### config.mk
export PLATFORM = sky130hd
export DESIGN_NAME = modbus_rtu_reply_receiver_flat
export DESIGN_NICKNAME = d
export VERILOG_FILES = /design/src/rtl/core/mbrx_pkg.sv /design/src/rtl/core/mbrx_if.sv /design/src/rtl/core/mbrx_regs.sv /design/src/rtl/core/modbus_rtu_reply_receiver.sv /design/src/flat_wrapper.sv
export SDC_FILE = /design/constraint.sdc
export NUM_CORES = 1
export LEC_CHECK = 0
export BUFFER_PORTS_ARGS = -buffer_cell sky130_fd_sc_hd__buf_2
export CORE_MARGIN = 8
export CORE_UTILIZATION = 45
export CTS_CLUSTER_SIZE = 30
export DETAILED_ROUTE_END_ITERATION = 8
export PLACE_DENSITY_LB_ADDON = 0.15
export RECOVER_POWER = 100
export SYNTH_ARGS = -nofsm -noshare
export SYNTH_HDL_FRONTEND = slang
export SYNTH_SLANG_ARGS = --single-unit
### constraint.sdc
create_clock -name clk -period 4.95 [get_ports clk]
set_clock_uncertainty 0.15 [all_clocks]
set_input_delay 0.99 -clock clk [delete_from_list [all_inputs] [get_ports clk]]
set_output_delay 0.99 -clock clk [all_outputs]
set_load 0.05 [all_outputs]
### src/rtl/core/mbrx_pkg.sv
package mbrx_pkg;

  // Receive buffer size; length bytes at or above FRAME_BUFFER_BYTES - 2 abort the frame.
  localparam int FRAME_BUFFER_BYTES = 64;
  localparam int LEN_LIMIT_INT      = FRAME_BUFFER_BYTES - 2;
  localparam logic [8:0] LEN_LIMIT  = 9'(LEN_LIMIT_INT);

  localparam logic [15:0] CRC_INIT  = 16'hFFFF;
  localparam logic [15:0] CRC_POLY  = 16'hA001;
  localparam logic [7:0]  EXC_FLAG  = 8'h80;

  localparam logic [7:0] RST_ADDR_PRI  = 8'hFE;
  localparam logic [7:0] RST_ADDR_SEC  = 8'h68;
  localparam logic [7:0] RST_WRITE_FC  = 8'h41;
  localparam logic [7:0] RST_TIMEOUT   = 8'd19;

  typedef enum logic [1:0] {
    ACT_BYTE = 2'd0,
    ACT_ARM  = 2'd1,
    ACT_TICK = 2'd2
  } action_t;

  typedef enum logic [1:0] {
    REG_ADDR_PRI = 2'd0,
    REG_ADDR_SEC = 2'd1,
    REG_WRITE_FC = 2'd2,
    REG_TIMEOUT  = 2'd3
  } reg_idx_t;

  typedef struct packed {
    logic [7:0] address_primary;
    logic [7:0] address_secondary;
    logic [7:0] write_code;
    logic [7:0] timeout_limit;
  } cfg_t;

  // One byte through CRC-16/Modbus, bitwise reflected form.
  function automatic logic [15:0] crc16_add(input logic [15:0] crc, input logic [7:0] b);
    logic [15:0] c;
    c = crc ^ {8'h00, b};
    for (int k = 0; k < 8; k++) begin
      c = c[0] ? ((c >> 1) ^ CRC_POLY) : (c >> 1);
    end
    return c;
  endfunction

endpackage

### src/rtl/core/mbrx_if.sv
interface mbrx_in_if;
  logic       valid;
  logic       ready;
  logic [1:0] action;
  logic [7:0] rx_byte;
  logic [7:0] expected_code;

  modport source (output valid, action, rx_byte, expected_code, input ready);
  modport sink   (input valid, action, rx_byte, expected_code, output ready);
endinterface

interface mbrx_out_if;
  logic       valid;
  logic       ready;
  logic       busy_res;
  logic       payload_valid;
  logic [7:0] payload_byte;
  logic [7:0] payload_index;
  logic       frame_done;
  logic       frame_good;
  logic       exception_seen;
  logic [7:0] exception_code;
  logic       timed_out;
  logic       aborted;

  modport source (output valid, busy_res, payload_valid, payload_byte, payload_index,
                  frame_done, frame_good, exception_seen, exception_code, timed_out,
                  aborted, input ready);
  modport sink   (input valid, busy_res, payload_valid, payload_byte, payload_index,
                  frame_done, frame_good, exception_seen, exception_code, timed_out,
                  aborted, output ready);
endinterface

### src/rtl/core/mbrx_regs.sv
module mbrx_regs
  import mbrx_pkg::*;
(
  input  logic        clk,
  input  logic        rst_n,
  input  logic        psel,
  input  logic        penable,
  input  logic        pwrite,
  input  logic [3:0]  paddr,
  input  logic [31:0] pwdata,
  output logic [31:0] prdata,
  output logic        pready,
  output cfg_t        cfg
);

  cfg_t     cfg_r;
  reg_idx_t idx;
  logic     wr_en;

  assign idx    = reg_idx_t'(paddr[3:2]);
  assign wr_en  = psel && penable && pwrite;
  assign pready = 1'b1;
  assign cfg    = cfg_r;

  always_ff @(posedge clk) begin
    if (!rst_n) begin
      cfg_r.address_primary   <= RST_ADDR_PRI;
      cfg_r.address_secondary <= RST_ADDR_SEC;
      cfg_r.write_code        <= RST_WRITE_FC;
      cfg_r.timeout_limit     <= RST_TIMEOUT;
    end else if (wr_en) begin
      case (idx)
        REG_ADDR_PRI: cfg_r.address_primary   <= pwdata[7:0];
        REG_ADDR_SEC: cfg_r.address_secondary <= pwdata[7:0];
        REG_WRITE_FC: cfg_r.write_code        <= pwdata[7:0];
        REG_TIMEOUT:  cfg_r.timeout_limit     <= pwdata[7:0];
        default: ;
      endcase
    end
  end

  always_comb begin
    case (idx)
      REG_ADDR_PRI: prdata = {24'h0, cfg_r.address_primary};
      REG_ADDR_SEC: prdata = {24'h0, cfg_r.address_secondary};
      REG_WRITE_FC: prdata = {24'h0, cfg_r.write_code};
      REG_TIMEOUT:  prdata = {24'h0, cfg_r.timeout_limit};
      default:      prdata = 32'h0;
    endcase
  end

endmodule

### src/rtl/core/modbus_rtu_reply_receiver.sv
// Channel | dir | handshake         | word
// in_ch   | in  | valid/ready       | action, rx_byte, expected_code
// out_ch  | out | valid/ready       | status, payload byte/index, CRC and error flags
// cfg     | in  | psel/penable/pwrite, pready tied high | 4 x 8-bit registers
//
// One word in, one word out; an item may enter every cycle while out_ch is not stalled.
// The path is the input register, then receive FSM and CRC step into the output
// register. The byte CRC step fits in that one stage, so one word per cycle unless stalled.
// rst_n is synchronous; it clears the FSM, pipeline valids and config to defaults.
// A stalled out_ch holds its word; the one-word input register fills, then in_ch.ready drops.
module modbus_rtu_reply_receiver
  import mbrx_pkg::*;
(
  input  logic        clk,
  input  logic        rst_n,
  mbrx_in_if.sink     in_ch,
  mbrx_out_if.source  out_ch,
  input  logic        psel,
  input  logic        penable,
  input  logic        pwrite,
  input  logic [3:0]  paddr,
  input  logic [31:0] pwdata,
  output logic [31:0] prdata,
  output logic        pready
);

  typedef enum logic [2:0] {
    PH_IDLE, PH_ADDR, PH_FUNC, PH_EXC, PH_LEN, PH_DATA, PH_CRC0, PH_CRC1
  } phase_t;

  cfg_t cfg;

  mbrx_regs u_regs (
    .clk     (clk),
    .rst_n   (rst_n),
    .psel    (psel),
    .penable (penable),
    .pwrite  (pwrite),
    .paddr   (paddr),
    .pwdata  (pwdata),
    .prdata  (prdata),
    .pready  (pready),
    .cfg     (cfg)
  );

  // input register
  logic       s1_valid_r;
  logic [1:0] s1_action_r;
  logic [7:0] s1_byte_r;
  logic [7:0] s1_code_r;
  logic       in_acc;
  logic       proc_en;

  // receiver state
  phase_t      phase_r, phase_nxt;
  logic [7:0]  awaited_r, awaited_nxt;
  logic [7:0]  data_len_r, data_len_nxt;
  logic [7:0]  data_cnt_r, data_cnt_nxt;
  logic [15:0] crc_r, crc_nxt;
  logic [7:0]  crc_lo_r, crc_lo_nxt;
  logic [8:0]  tick_r, tick_nxt;
  logic [7:0]  last_exc_r, last_exc_nxt;
  logic        is_exc_r, is_exc_nxt;

  // result register
  logic       out_valid_r;
  logic       busy_r;
  logic       pv_r, pv_nxt;
  logic [7:0] pb_r, pb_nxt;
  logic [7:0] pi_r, pi_nxt;
  logic       done_r, done_nxt;
  logic       good_r, good_nxt;
  logic       tmo_r, tmo_nxt;
  logic       abrt_r, abrt_nxt;

  logic [15:0] crc_step;
  logic [8:0]  tick_inc;
  logic [7:0]  cnt_inc;
  logic [7:0]  b;

  assign proc_en     = s1_valid_r && (!out_valid_r || out_ch.ready);
  assign in_ch.ready = !s1_valid_r || proc_en;
  assign in_acc      = in_ch.valid && in_ch.ready;

  always_ff @(posedge clk) begin
    if (!rst_n) begin
      s1_valid_r <= 1'b0;
    end else if (in_acc) begin
      s1_valid_r <= 1'b1;
    end else if (proc_en) begin
      s1_valid_r <= 1'b0;
    end
  end

  always_ff @(posedge clk) begin
    if (in_acc) begin
      s1_action_r <= in_ch.action;
      s1_byte_r   <= in_ch.rx_byte;
      s1_code_r   <= in_ch.expected_code;
    end
  end

  assign b        = s1_byte_r;
  assign crc_step = crc16_add(crc_r, b);
  assign tick_inc = tick_r + 9'd1;
  assign cnt_inc  = data_cnt_r + 8'd1;

  always_comb begin
    phase_nxt    = phase_r;
    awaited_nxt  = awaited_r;
    data_len_nxt = data_len_r;
    data_cnt_nxt = data_cnt_r;
    crc_nxt      = crc_r;
    crc_lo_nxt   = crc_lo_r;
    tick_nxt     = tick_r;
    last_exc_nxt = last_exc_r;
    is_exc_nxt   = is_exc_r;
    pv_nxt       = 1'b0;
    pb_nxt       = 8'h00;
    pi_nxt       = 8'h00;
    done_nxt     = 1'b0;
    good_nxt     = 1'b0;
    tmo_nxt      = 1'b0;
    abrt_nxt     = 1'b0;
    case (action_t'(s1_action_r))
      ACT_ARM: begin
        awaited_nxt  = s1_code_r;
        last_exc_nxt = 8'h00;
        is_exc_nxt   = 1'b0;
        tick_nxt     = 9'd0;
        phase_nxt    = PH_ADDR;
      end
      ACT_TICK: begin
        if (phase_r != PH_IDLE) begin
          tick_nxt = tick_inc;
          if (tick_inc > {1'b0, cfg.timeout_limit}) begin
            tick_nxt  = 9'd0;
            phase_nxt = PH_IDLE;
            tmo_nxt   = 1'b1;
          end
        end
      end
      ACT_BYTE: begin
        case (phase_r)
          PH_ADDR: begin
            if (b == cfg.address_primary || b == cfg.address_secondary) begin
              data_cnt_nxt = 8'h00;
              crc_nxt      = crc16_add(CRC_INIT, b);
              phase_nxt    = PH_FUNC;
            end
          end
          PH_FUNC: begin
            crc_nxt = crc_step;
            if (b == awaited_r) begin
              data_len_nxt = 8'h00;
              phase_nxt    = (awaited_r == cfg.write_code) ? PH_CRC0 : PH_LEN;
            end else if (b == awaited_r + EXC_FLAG) begin
              phase_nxt = PH_EXC;
            end else begin
              phase_nxt = PH_IDLE;
              abrt_nxt  = 1'b1;
            end
          end
          PH_EXC: begin
            crc_nxt      = crc_step;
            last_exc_nxt = b;
            is_exc_nxt   = 1'b1;
            phase_nxt    = PH_CRC0;
          end
          PH_LEN: begin
            crc_nxt      = crc_step;
            data_len_nxt = b;
            if ({1'b0, b} < LEN_LIMIT) begin
              phase_nxt = (b == 8'h00) ? PH_CRC0 : PH_DATA;
            end else begin
              phase_nxt = PH_IDLE;
              abrt_nxt  = 1'b1;
            end
          end
          PH_DATA: begin
            crc_nxt      = crc_step;
            pv_nxt       = 1'b1;
            pb_nxt       = b;
            pi_nxt       = data_cnt_r;
            data_cnt_nxt = cnt_inc;
            if (cnt_inc == data_len_r) begin
              phase_nxt = PH_CRC0;
            end
          end
          PH_CRC0: begin
            crc_lo_nxt = b;
            phase_nxt  = PH_CRC1;
          end
          PH_CRC1: begin
            phase_nxt = PH_IDLE;
            done_nxt  = 1'b1;
            good_nxt  = (crc_lo_r == crc_r[7:0]) && (b == crc_r[15:8]);
          end
          default: ;
        endcase
      end
      default: ;
    endcase
  end

  always_ff @(posedge clk) begin
    if (!rst_n) begin
      phase_r     <= PH_IDLE;
      awaited_r   <= 8'h00;
      data_len_r  <= 8'h00;
      data_cnt_r  <= 8'h00;
      crc_r       <= CRC_INIT;
      crc_lo_r    <= 8'h00;
      tick_r      <= 9'd0;
      last_exc_r  <= 8'h00;
      is_exc_r    <= 1'b0;
      out_valid_r <= 1'b0;
    end else begin
      if (proc_en) begin
        phase_r     <= phase_nxt;
        awaited_r   <= awaited_nxt;
        data_len_r  <= data_len_nxt;
        data_cnt_r  <= data_cnt_nxt;
        crc_r       <= crc_nxt;
        crc_lo_r    <= crc_lo_nxt;
        tick_r      <= tick_nxt;
        last_exc_r  <= last_exc_nxt;
        is_exc_r    <= is_exc_nxt;
        out_valid_r <= 1'b1;
      end else if (out_ch.ready) begin
        out_valid_r <= 1'b0;
      end
    end
  end

  // result payload, loaded only when a word moves into the output register
  always_ff @(posedge clk) begin
    if (proc_en) begin
      busy_r <= (phase_nxt != PH_IDLE);
      pv_r   <= pv_nxt;
      pb_r   <= pb_nxt;
      pi_r   <= pi_nxt;
      done_r <= done_nxt;
      good_r <= good_nxt;
      tmo_r  <= tmo_nxt;
      abrt_r <= abrt_nxt;
    end
  end

  assign out_ch.valid          = out_valid_r;
  assign out_ch.busy_res       = busy_r;
  assign out_ch.payload_valid  = pv_r;
  assign out_ch.payload_byte   = pb_r;
  assign out_ch.payload_index  = pi_r;
  assign out_ch.frame_done     = done_r;
  assign out_ch.frame_good     = good_r;
  assign out_ch.exception_seen = is_exc_r;
  assign out_ch.exception_code = last_exc_r;
  assign out_ch.timed_out      = tmo_r;
  assign out_ch.aborted        = abrt_r;

`ifndef SYNTHESIS
  a_done_ends_frame: assert property (@(posedge clk) disable iff (!rst_n)
    out_valid_r && (done_r || tmo_r || abrt_r) |-> !busy_r)
    else $error("frame end reported while still busy");

  a_good_needs_done: assert property (@(posedge clk) disable iff (!rst_n)
    out_valid_r && good_r |-> done_r)
    else $error("frame_good without frame_done");

  a_single_outcome: assert property (@(posedge clk) disable iff (!rst_n)
    out_valid_r |-> $countones({done_r, tmo_r, abrt_r, pv_r}) <= 1)
    else $error("more than one frame outcome in one word");

  a_arm_hunts: assert property (@(posedge clk) disable iff (!rst_n)
    proc_en && s1_action_r == ACT_ARM |=> phase_r == PH_ADDR && tick_r == 9'd0)
    else $error("arm did not start address hunt");

  a_tick_bound: assert property (@(posedge clk) disable iff (!rst_n)
    tick_r <= 9'd256)
    else $error("tick counter ran past limit");
`endif

endmodule

### src/flat_wrapper.sv
// flat-port wrapper written by rule: the top's interface ports become plain ports
module modbus_rtu_reply_receiver_flat import mbrx_pkg::*;
  (clk, rst_n, psel, penable, pwrite, paddr, pwdata, prdata, pready, in_ch_valid, in_ch_action, in_ch_rx_byte, in_ch_expected_code, in_ch_ready, out_ch_valid, out_ch_busy_res, out_ch_payload_valid, out_ch_payload_byte, out_ch_payload_index, out_ch_frame_done, out_ch_frame_good, out_ch_exception_seen, out_ch_exception_code, out_ch_timed_out, out_ch_aborted, out_ch_ready);
  mbrx_in_if in_ch_i ();
  mbrx_out_if out_ch_i ();
  input  logic clk;
  input  logic rst_n;
  input  logic psel;
  input  logic penable;
  input  logic pwrite;
  input  logic [3:0] paddr;
  input  logic [31:0] pwdata;
  output logic [31:0] prdata;
  output logic pready;
  input wire logic [$bits(in_ch_i.valid)-1:0] in_ch_valid;
  input wire logic [$bits(in_ch_i.action)-1:0] in_ch_action;
  input wire logic [$bits(in_ch_i.rx_byte)-1:0] in_ch_rx_byte;
  input wire logic [$bits(in_ch_i.expected_code)-1:0] in_ch_expected_code;
  output wire logic [$bits(in_ch_i.ready)-1:0] in_ch_ready;
  output wire logic [$bits(out_ch_i.valid)-1:0] out_ch_valid;
  output wire logic [$bits(out_ch_i.busy_res)-1:0] out_ch_busy_res;
  output wire logic [$bits(out_ch_i.payload_valid)-1:0] out_ch_payload_valid;
  output wire logic [$bits(out_ch_i.payload_byte)-1:0] out_ch_payload_byte;
  output wire logic [$bits(out_ch_i.payload_index)-1:0] out_ch_payload_index;
  output wire logic [$bits(out_ch_i.frame_done)-1:0] out_ch_frame_done;
  output wire logic [$bits(out_ch_i.frame_good)-1:0] out_ch_frame_good;
  output wire logic [$bits(out_ch_i.exception_seen)-1:0] out_ch_exception_seen;
  output wire logic [$bits(out_ch_i.exception_code)-1:0] out_ch_exception_code;
  output wire logic [$bits(out_ch_i.timed_out)-1:0] out_ch_timed_out;
  output wire logic [$bits(out_ch_i.aborted)-1:0] out_ch_aborted;
  input wire logic [$bits(out_ch_i.ready)-1:0] out_ch_ready;
  assign in_ch_i.valid = in_ch_valid;
  assign in_ch_i.action = in_ch_action;
  assign in_ch_i.rx_byte = in_ch_rx_byte;
  assign in_ch_i.expected_code = in_ch_expected_code;
  assign in_ch_ready = in_ch_i.ready;
  assign out_ch_valid = out_ch_i.valid;
  assign out_ch_busy_res = out_ch_i.busy_res;
  assign out_ch_payload_valid = out_ch_i.payload_valid;
  assign out_ch_payload_byte = out_ch_i.payload_byte;
  assign out_ch_payload_index = out_ch_i.payload_index;
  assign out_ch_frame_done = out_ch_i.frame_done;
  assign out_ch_frame_good = out_ch_i.frame_good;
  assign out_ch_exception_seen = out_ch_i.exception_seen;
  assign out_ch_exception_code = out_ch_i.exception_code;
  assign out_ch_timed_out = out_ch_i.timed_out;
  assign out_ch_aborted = out_ch_i.aborted;
  assign out_ch_i.ready = out_ch_ready;
  modbus_rtu_reply_receiver u_core (.clk(clk), .rst_n(rst_n), .in_ch(in_ch_i), .out_ch(out_ch_i), .psel(psel), .penable(penable), .pwrite(pwrite), .paddr(paddr), .pwdata(pwdata), .prdata(prdata), .pready(pready));
endmodule
==> results.txt, run 1 <==
----------------------------------------------------
[Cells and area]
  Layout Area Growth over Synthesis ... 10.9%
  Total Nets Final ... 917
  Register area ... 0.00326 sq mm
  Share of the core filled with cells ... 50.4%
  Total non-filler cell area in the finished layout ... 0.00824 sq mm
  Layout filler cell count ... 1620
  Share of post-route cells with drive strength above 1 ... 9.39%
  Antenna cell count ... 0
  Area of the multi-input gates ... 0.00372 sq mm

[Job]
  MaxCap Viol Count ... 1

[Drt]
  DRT Pass-1 Iters ... 4
  Post-detailed-route wirelength per cell ... 16.8 um
  DRC violation count after routing ... 0
  Via count of the routed design ... 5711
  Vias per cell ... 5.33
  Number of DRC violations after detailed-routing iteration 0 ... 308
  Antenna Violating Nets Remaining ... 0
  Detailed-route wire length ... 18000 um

[Setup path]
  Worst setup SP type ... primary input
  Cell-by-cell listing of the critical path ... clkbuf_1, mux4_2, clkbuf_1
  Category of the critical setup timing path ... primary input to primary output
  Top cell family by delay on the critical path ... buffers and inverters
  Buf/Inv on CP ... 2
  Biggest cell delay along the critical path ... 610 ps
  Critical path fanouts, max ... 13
  CP most frequent cell ... sky130_fd_sc_hd__clkbuf_1
  Data arrival time of the critical path ... 2530 ps
  Data required, critical path ... 3810 ps
  Sort of element at the end of the critical path ... primary output
  Flop2flop setup slack ... 1460 ps
  Crit-path slowest cell ... sky130_fd_sc_hd__clkbuf_1

[Die]
  Chip Width ... 145 um
  Total core area ... 0.0163 sq mm
  Die area ... 0.0209 sq mm
  Die height ... 145 um
  # rows ... 47
  Top-Level Pins ... 127
  Initial core utilization ... 45.5%

[Logic synthesis]
  Share of synthesized flip-flops with an asynchronous set or reset ... 0%
  Library cells used by synthesis ... 62
  Leading post-synthesis cells by instance count ... sky130_fd_sc_hd__dfxtp_1 (103), sky130_fd_sc_hd__nor2_1 (89), sky130_fd_sc_hd__nand2_1 (70)
  Library cell occupying the most area in the post-synthesis netlist ... sky130_fd_sc_hd__dfxtp_1
  Simple-gate area share of the yosys netlist ... 17.9%
  Primary FF master, synth ... sky130_fd_sc_hd__dfxtp_1
  Synth area leaders ... sky130_fd_sc_hd__dfxtp_1 (28%), sky130_fd_sc_hd__edfxtp_1 (16%), sky130_fd_sc_hd__xnor2_1 (6.4%)
  Share of synthesized cell area in full adder, half adder and majority cells ... 2.86%
  Dominant combinational cell family by area after synthesis ... simple AND/OR/NAND/NOR gates
  Xor and xnor area share after synthesis ... 12.2%
  Number of warnings issued by yosys ... 0
  Post-synthesis compound-gate area fraction ... 9.52%
  Area of the mapped netlist ... 0.00744 sq mm
  Share of synthesized area spent on multiplexers ... 6.73%
  Synth top area share ... 27.7%
  Synthesized area per cell ... 9.47 sq um
  EDFF count, synth ... 40
  Part of the Yosys area used for sequential elements ... 43.9%
  Synthesized instance count ... 785
  Register bit total from synthesis ... 143
  Most common cell in the synthesized netlist ... sky130_fd_sc_hd__dfxtp_1

[Clock network]
  H-tree depth ... 4
  Number of buffers inserted to repair setup after CTS ... 0
  Root Buffer ... sky130_fd_sc_hd__clkbuf_16
  Number of clock buffers inserted by TritonCTS ... 17
  Number of clock sinks ... 143
  Number of hold buffers added after CTS ... 0
  Worst skew pair latency ... 420 ps
  Deepest clock path buffer count ... 2
  Register clock-pin slew on the reported worst setup and hold paths ... 60 ps
  Number of gates given a new drive strength after cts ... 0
  Clock tree from TritonCTS ... done

[Placed design]
  Area post-placement ... 0.00778 sq mm
  Number of port buffers ... 75
  Final RePlAce weighted congestion ... 0.843
  Dpl hpwl ... 12900 um

[STA]
  Fin. Hold Viols ... 0
  TNS Setup ... 0 ps
  Setup-failing EPs final ... 0
  Slew @ Worst Pin ... 2090 ps
  RSZ-0062 raised after global routing ... false
  Worst slew slack as a fraction of its limit ... -39.0%
  Time the worst path needs with I/O delays and setup ... 3670 ps
  Peak Freq ... 272 MHz
  Period Utilization, post-route ... 74.2%
  Pins Over Slew Limit ... 45

[Global route]
  Total global routing track utilization ... 17.6%
  Via count of the first global-routing pass ... 5632
  First-pass GRT wire length ... 28500 um
  Maximum number of pins on one net before global-route repair ... 45
  Number of antenna violations at the first check in global routing ... 0
  Overflow left after global routing ... 0

[Power]
  Overall power ... 2.74 mW
  PD cells ... 332 mW/mm^2
  Leakage ... 3.16 nW
  Worst vdd ir ... 241 uV

[Run status]
  Run status ... complete, but fails checks
  Violated checks ... max-capacitance violations, max-slew violations

[Hold path]
  Worst Hold Class ... flip-flop to flip-flop

----------------------------------------------------
[final cells by class]
| type | instances | area share (%) |
|---|---|---|
| clock buffers | 20 | 5.30 |
| flip-flops and latches | 143 | 39.6 |
| multi-input cells | 577 | 45.2 |
| inverters | 20 | 0.911 |
| clock inverters | 12 | 1.46 |
| well taps | 220 | 3.34 |
| repair buffers | 80 | 4.23 |
[final timing paths]
| kind | startpoint | cells past startpoint | to |
|---|---|---|---|
| setup / recovery | paddr[3] | 3 | prdata[5] |
| hold / removal | u_core.out_ch.exception_seen | 2 | u_core.out_ch.exception_seen |
| setup reg to reg | u_core.b[2] | 7 | u_core.crc_r[14] |
| hold reg to reg | u_core.out_ch.exception_seen | 2 | u_core.out_ch.exception_seen |
[report_power, final]
part	switching, mW	total, mW	internal (mW)
combinational	0.188	0.262	0.0747
sequential	0.0335	1.26	1.23
clock	0.482	1.21	0.733
total	0.703	2.74	2.03
[cells in the final DEF (no fill, tap or decap), types with 14 or more instances in the layout]
cell type and count:
sky130_fd_sc_hd__buf_2 33, sky130_fd_sc_hd__ha_1 17, sky130_fd_sc_hd__nor4_1 18, sky130_fd_sc_hd__o21ai_0 18
sky130_fd_sc_hd__conb_1 25, sky130_fd_sc_hd__nor3_1 25, sky130_fd_sc_hd__xor2_1 48, sky130_fd_sc_hd__xnor2_1 54
sky130_fd_sc_hd__nor2_1 89, sky130_fd_sc_hd__edfxtp_1 40, sky130_fd_sc_hd__a21oi_1 51, sky130_fd_sc_hd__clkbuf_16 17
sky130_fd_sc_hd__mux2i_1 32, sky130_fd_sc_hd__dfxtp_1 103, sky130_fd_sc_hd__nand2_1 70, sky130_fd_sc_hd__nand3_1 24
sky130_fd_sc_hd__a22oi_1 14, sky130_fd_sc_hd__clkbuf_1 48, sky130_fd_sc_hd__inv_1 19
[stage by stage]
step                      hold WS [ps]  worst slack [ps]  cells
after detailed placement           333              1490   1040
after CTS                          345              1650   1072
after floorplan                    308              1650    808
after global routing               353              1150   1072
final                              344              1280   1072
after global placement             319              1580   1040
[flip-flops by register name (all words and copies together), names as in the netlist, 2 cells and up]
signal and count:
u_core.data_cnt_r 8, u_core.out_ch.payload_byte 8, u_core.s1_action_r 2, u_core.data_len_r 8
u_core.out_ch.exception_code 8, u_core.crc_lo_r 8, u_core.u_regs.cfg 32, u_core.awaited_r 8
u_core.s1_code_r 8, u_core.tick_r 9, u_core.phase_r 3, u_core.b 8
u_core.crc_r 16, u_core.out_ch.payload_index 8
[kinds of logic (layout without fill, tap and decap cells)]
kind of cell	count (synthesis)	in the layout
buffers and inverters	88	132
and+or+nand+nor	281	281
adders and majority gates	17	17
AOI/OAI and AO/OA	111	111
muxes	40	40
xor gates and xnor gates	103	103
DFF	143	143
other	2	25
[worst min-delay path, stage by stage (launching register included)]
cell                      delay [ps]
sky130_fd_sc_hd__dfxtp_1         330
sky130_fd_sc_hd__a21oi_1          60
sky130_fd_sc_hd__nor2_1           70
[layer usage]
metal  GRT usage (%)  wire length [um]  share of wire (%)  vias up
met5               0                 0                  0        -
met1            22.4              8400                 47     2745
li1                -                 -                  -     2788
met2            28.2              8240                 46      154
met3            4.62              1040                5.8       24
met4            6.35               280                1.6        0
Note: power is estimated with default switching activity, not from simulation.
==> run 2: changes to the inputs <==
Settings changed: ABC_AREA set to 1.
Clock period 4.95 ns to 3.2 ns, I/O delays scaled along.
==> run 2 against run 1 <==
  * The run now ends clean
  * Setup slack lost 1100 ps
  * Final cell count grew 23%
  * Combinational power grew 110%
  * Non-clock buffer count grew 13
  * Sequential cell count is the same
  * Global-route usage grew 0.77 points
  * Die area grew 1.3%
  * Total power grew 64%
  * First-iteration DRC count grew 20%
  * Clock power grew 62%
  * Cell area grew 4.3%
  * Critical endpoint is now u_core.crc_r[8]
  * Largest cell class unchanged
==> results.txt, run 2 <==
----------------------------------------------------
[STA]
  Pins Over Slew Limit ... 0
  Setup-failing EPs final ... 0
  RSZ-0062 raised after global routing ... false
  TNS Setup ... 0 ps
  Peak Freq ... 330 MHz
  Period Utilization, post-route ... 94.6%
  Worst slew slack as a fraction of its limit ... 7.20%
  Setup ws final ... 172 ps
  Slew @ Worst Pin ... 1390 ps
  Time the worst path needs with I/O delays and setup ... 3030 ps
  Fin. Hold Viols ... 0

[Clock network]
  Number of buffers inserted to repair setup after CTS ... 0
  Number of hold buffers added after CTS ... 0
  Number of gates given a new drive strength after cts ... 0
  Register clock-pin slew on the reported worst setup and hold paths ... 60 ps
  Number of clock buffers inserted by TritonCTS ... 17
  Root Buffer ... sky130_fd_sc_hd__clkbuf_16
  Deepest clock path buffer count ... 2
  H-tree depth ... 4
  Worst skew pair latency ... 430 ps
  Clock tree from TritonCTS ... done
  Number of clock sinks ... 143

[Placed design]
  Number of port buffers ... 75
  Dpl hpwl ... 14300 um
  Worst setup slack before clock tree synthesis ... 424 ps
  Placed instance count ... 1282
  Final RePlAce weighted congestion ... 0.865

[Cells and area]
  Number of standard cells in the layout, taps in and fillers out ... 1314
  Most used cells in the layout excluding fill and tap cells ... sky130_fd_sc_hd__nand2_1 (274), sky130_fd_sc_hd__dfxtp_1 (103), sky130_fd_sc_hd__nor2_1 (102)
  Antenna cell count ... 0
  Layout Area Growth over Synthesis ... 13.9%
  Most frequent standard cell in the layout excluding fill and tap cells ... sky130_fd_sc_hd__nand2_1
  Flip-flop count of the largest register, all copies and words added ... 32
  Share of post-route cells with drive strength above 1 ... 8.41%
  Total Nets Final ... 1159

[Die]
  Total core area ... 0.0165 sq mm
  # rows ... 47
  Die height ... 146 um
  Initial core utilization ... 45.9%
  Chip Width ... 146 um
  Die area ... 0.0212 sq mm
  Top-Level Pins ... 127

[Drt]
  Vias per cell ... 4.96
  Number of DRC violations after detailed-routing iteration 0 ... 370
  Antenna Violating Nets Remaining ... 0
  DRC violation count after routing ... 0
  Post-detailed-route wirelength per cell ... 14.7 um
  Via count of the routed design ... 6521
  DRT Pass-1 Iters ... 5
  Detailed-route wire length ... 19300 um

[Global route]
  Via count of the first global-routing pass ... 6238
  Maximum number of pins on one net before global-route repair ... 68
  First-pass GRT wire length ... 31400 um
  Number of antenna violations at the first check in global routing ... 0
  Overflow left after global routing ... 0
  Total global routing track utilization ... 18.4%

[Setup path]
  Category of the critical setup timing path ... flip-flop to flip-flop
  Sort of element at the end of the critical path ... flip-flop
  Cell-by-cell listing of the critical path ... inv_1, nand2_1, nand4_1, nor2_1, nand2_1, nand2_1, nand2_1, inv_1, o21ai_1, inv_2, o211ai_1, o211ai_2
  Critical path fanouts, max ... 15
  Data arrival time of the critical path ... 3130 ps
  Biggest cell delay along the critical path ... 660 ps
  Crit-path slowest cell ... sky130_fd_sc_hd__edfxtp_1
  Worst setup SP type ... flip-flop
  Data required, critical path ... 3300 ps
  CP most frequent cell ... sky130_fd_sc_hd__nand2_1

[Power]
  Switching Fraction ... 27.1%
  Comb power frac ... 12.5%
  Net load switching power ... 1.22 mW
  Internal power ... 3.27 mW
  Part of the total power dissipated in sequential elements ... 43.8%
  PD cells ... 522 mW/mm^2
  Worst vdd ir ... 395 uV
  Share of power burned in the clock network ... 43.7%
  Leakage ... 3.66 nW

[Logic synthesis]
  Synthesized instance count ... 999
  Primary FF master, synth ... sky130_fd_sc_hd__dfxtp_1
  Synthesized area per cell ... 7.56 sq um
  Most common cell in the synthesized netlist ... sky130_fd_sc_hd__nand2_1
  Register bit total from synthesis ... 143
  Synth top area share ... 27.3%
  Leading post-synthesis cells by instance count ... sky130_fd_sc_hd__nand2_1 (274), sky130_fd_sc_hd__dfxtp_1 (103), sky130_fd_sc_hd__nor2_1 (101)
  EDFF count, synth ... 40
  Part of the Yosys area used for sequential elements ... 43.2%
  Synth area leaders ... sky130_fd_sc_hd__dfxtp_1 (27%), sky130_fd_sc_hd__edfxtp_1 (16%), sky130_fd_sc_hd__nand2_1 (14%)
  Number of warnings issued by yosys ... 0
  Library cells used by synthesis ... 39
  Share of synthesized flip-flops with an asynchronous set or reset ... 0%
  Area of the mapped netlist ... 0.00755 sq mm
  Library cell occupying the most area in the post-synthesis netlist ... sky130_fd_sc_hd__dfxtp_1

[Run status]
  Run status ... completed

[Job]
  MaxCap Viol Count ... 0

[Hold path]
  Worst Hold Class ... primary input to flip-flop

----------------------------------------------------
==> run 2: cell count changes in the layout (fill, tap and decap cells not counted), moves of 14 or more <==
cell	previous run	this run
sky130_fd_sc_hd__o21ai_0	18	57
sky130_fd_sc_hd__mux2i_1	32	0
sky130_fd_sc_hd__nor4_1	18	1
sky130_fd_sc_hd__inv_1	19	97
sky130_fd_sc_hd__a22oi_1	14	0
sky130_fd_sc_hd__xnor2_1	54	35
sky130_fd_sc_hd__xor2_1	48	23
sky130_fd_sc_hd__nor3_1	25	2
sky130_fd_sc_hd__nand3_1	24	61
sky130_fd_sc_hd__nand2_1	70	274
==> run 2: final timing paths <==
kind / end / cells past startpoint / from / slack (ps)
worst max-delay path: u_core.crc_r[8] / 12 / u_core.b[5] / 170
worst min-delay path: u_core.s1_code_r[5] / 1 / in_ch_expected_code[5] / 230
worst max register to register: u_core.crc_r[8] / 12 / u_core.b[5] / 170
worst min register to register: u_core.out_ch.exception_code[0] / 2 / u_core.out_ch.exception_code[0] / 320
==> run 2: metal layers <==
metal	up-vias	global-route usage (%)	wire, um
met5	-	0	0
met4	0	6.30	286
met3	19	4.51	1060
met2	174	31.1	9120
met1	2955	22.4	8860
li1	3373	-	-
==> run 2: metrics by stage <==
stage                     cell area [sq um]  hold slack [ps]  power [mW]  util [%]
after floorplan                        7640              295        2.44         -
after global placement                 8100              305        2.57      49.2
after detailed placement               8100              307        2.57      49.2
after CTS                              8680              220        4.52      52.7
after global routing                   8600              219        4.65      52.2
final                                  8600              234        4.49      52.2
==> run 2: layout make-up <==
cell class | count | area (sq um)
clock buffers | 18 | 429
clock inverters | 14 | 149
fillers | 1651 | 7870
inverters | 103 | 389
multi-input cells | 723 | 3640
flip-flops and latches | 143 | 3260
well taps | 220 | 275
repair buffers | 93 | 449
==> run 2: worst max-delay path: cells and delay by family (launching register included) <==
kind | cells | cell delay (ps)
AO/OA/AOI/OAI | 3 | 910
buffers and inverters | 3 | 670
flip-flops | 1 | 660
AND/OR/NAND/NOR | 6 | 460
==> run 2: kinds of logic (layout without fill, tap and decap cells) <==
family | count (synthesis) | in the layout | share of synthesized area, %
AOI/OAI and AO/OA | 160 | 160 | 12.7
xor gates and xnor gates | 58 | 58 | 6.73
adders and majority gates | 17 | 17 | 2.82
buffers and inverters | 156 | 228 | 9.38
DFF | 143 | 143 | 43.2
other | 2 | 25 | 0.0995
and+or+nand+nor | 463 | 463 | 25.1
==> run 2: power groups by stage <==
| stage | registers [mW] | logic [mW] | clock network, mW |
|---|---|---|---|
| 4_1_cts | 1.96 | 0.570 | 1.98 |
| 5_1_grt | 1.97 | 0.616 | 2.07 |
| 3_3_place_gp | 2.00 | 0.566 | 0 |
| 6_report | 1.96 | 0.561 | 1.96 |
| 3_5_place_dp | 2.00 | 0.569 | 0 |
| 2_1_floorplan | 2.03 | 0.405 | 0 |
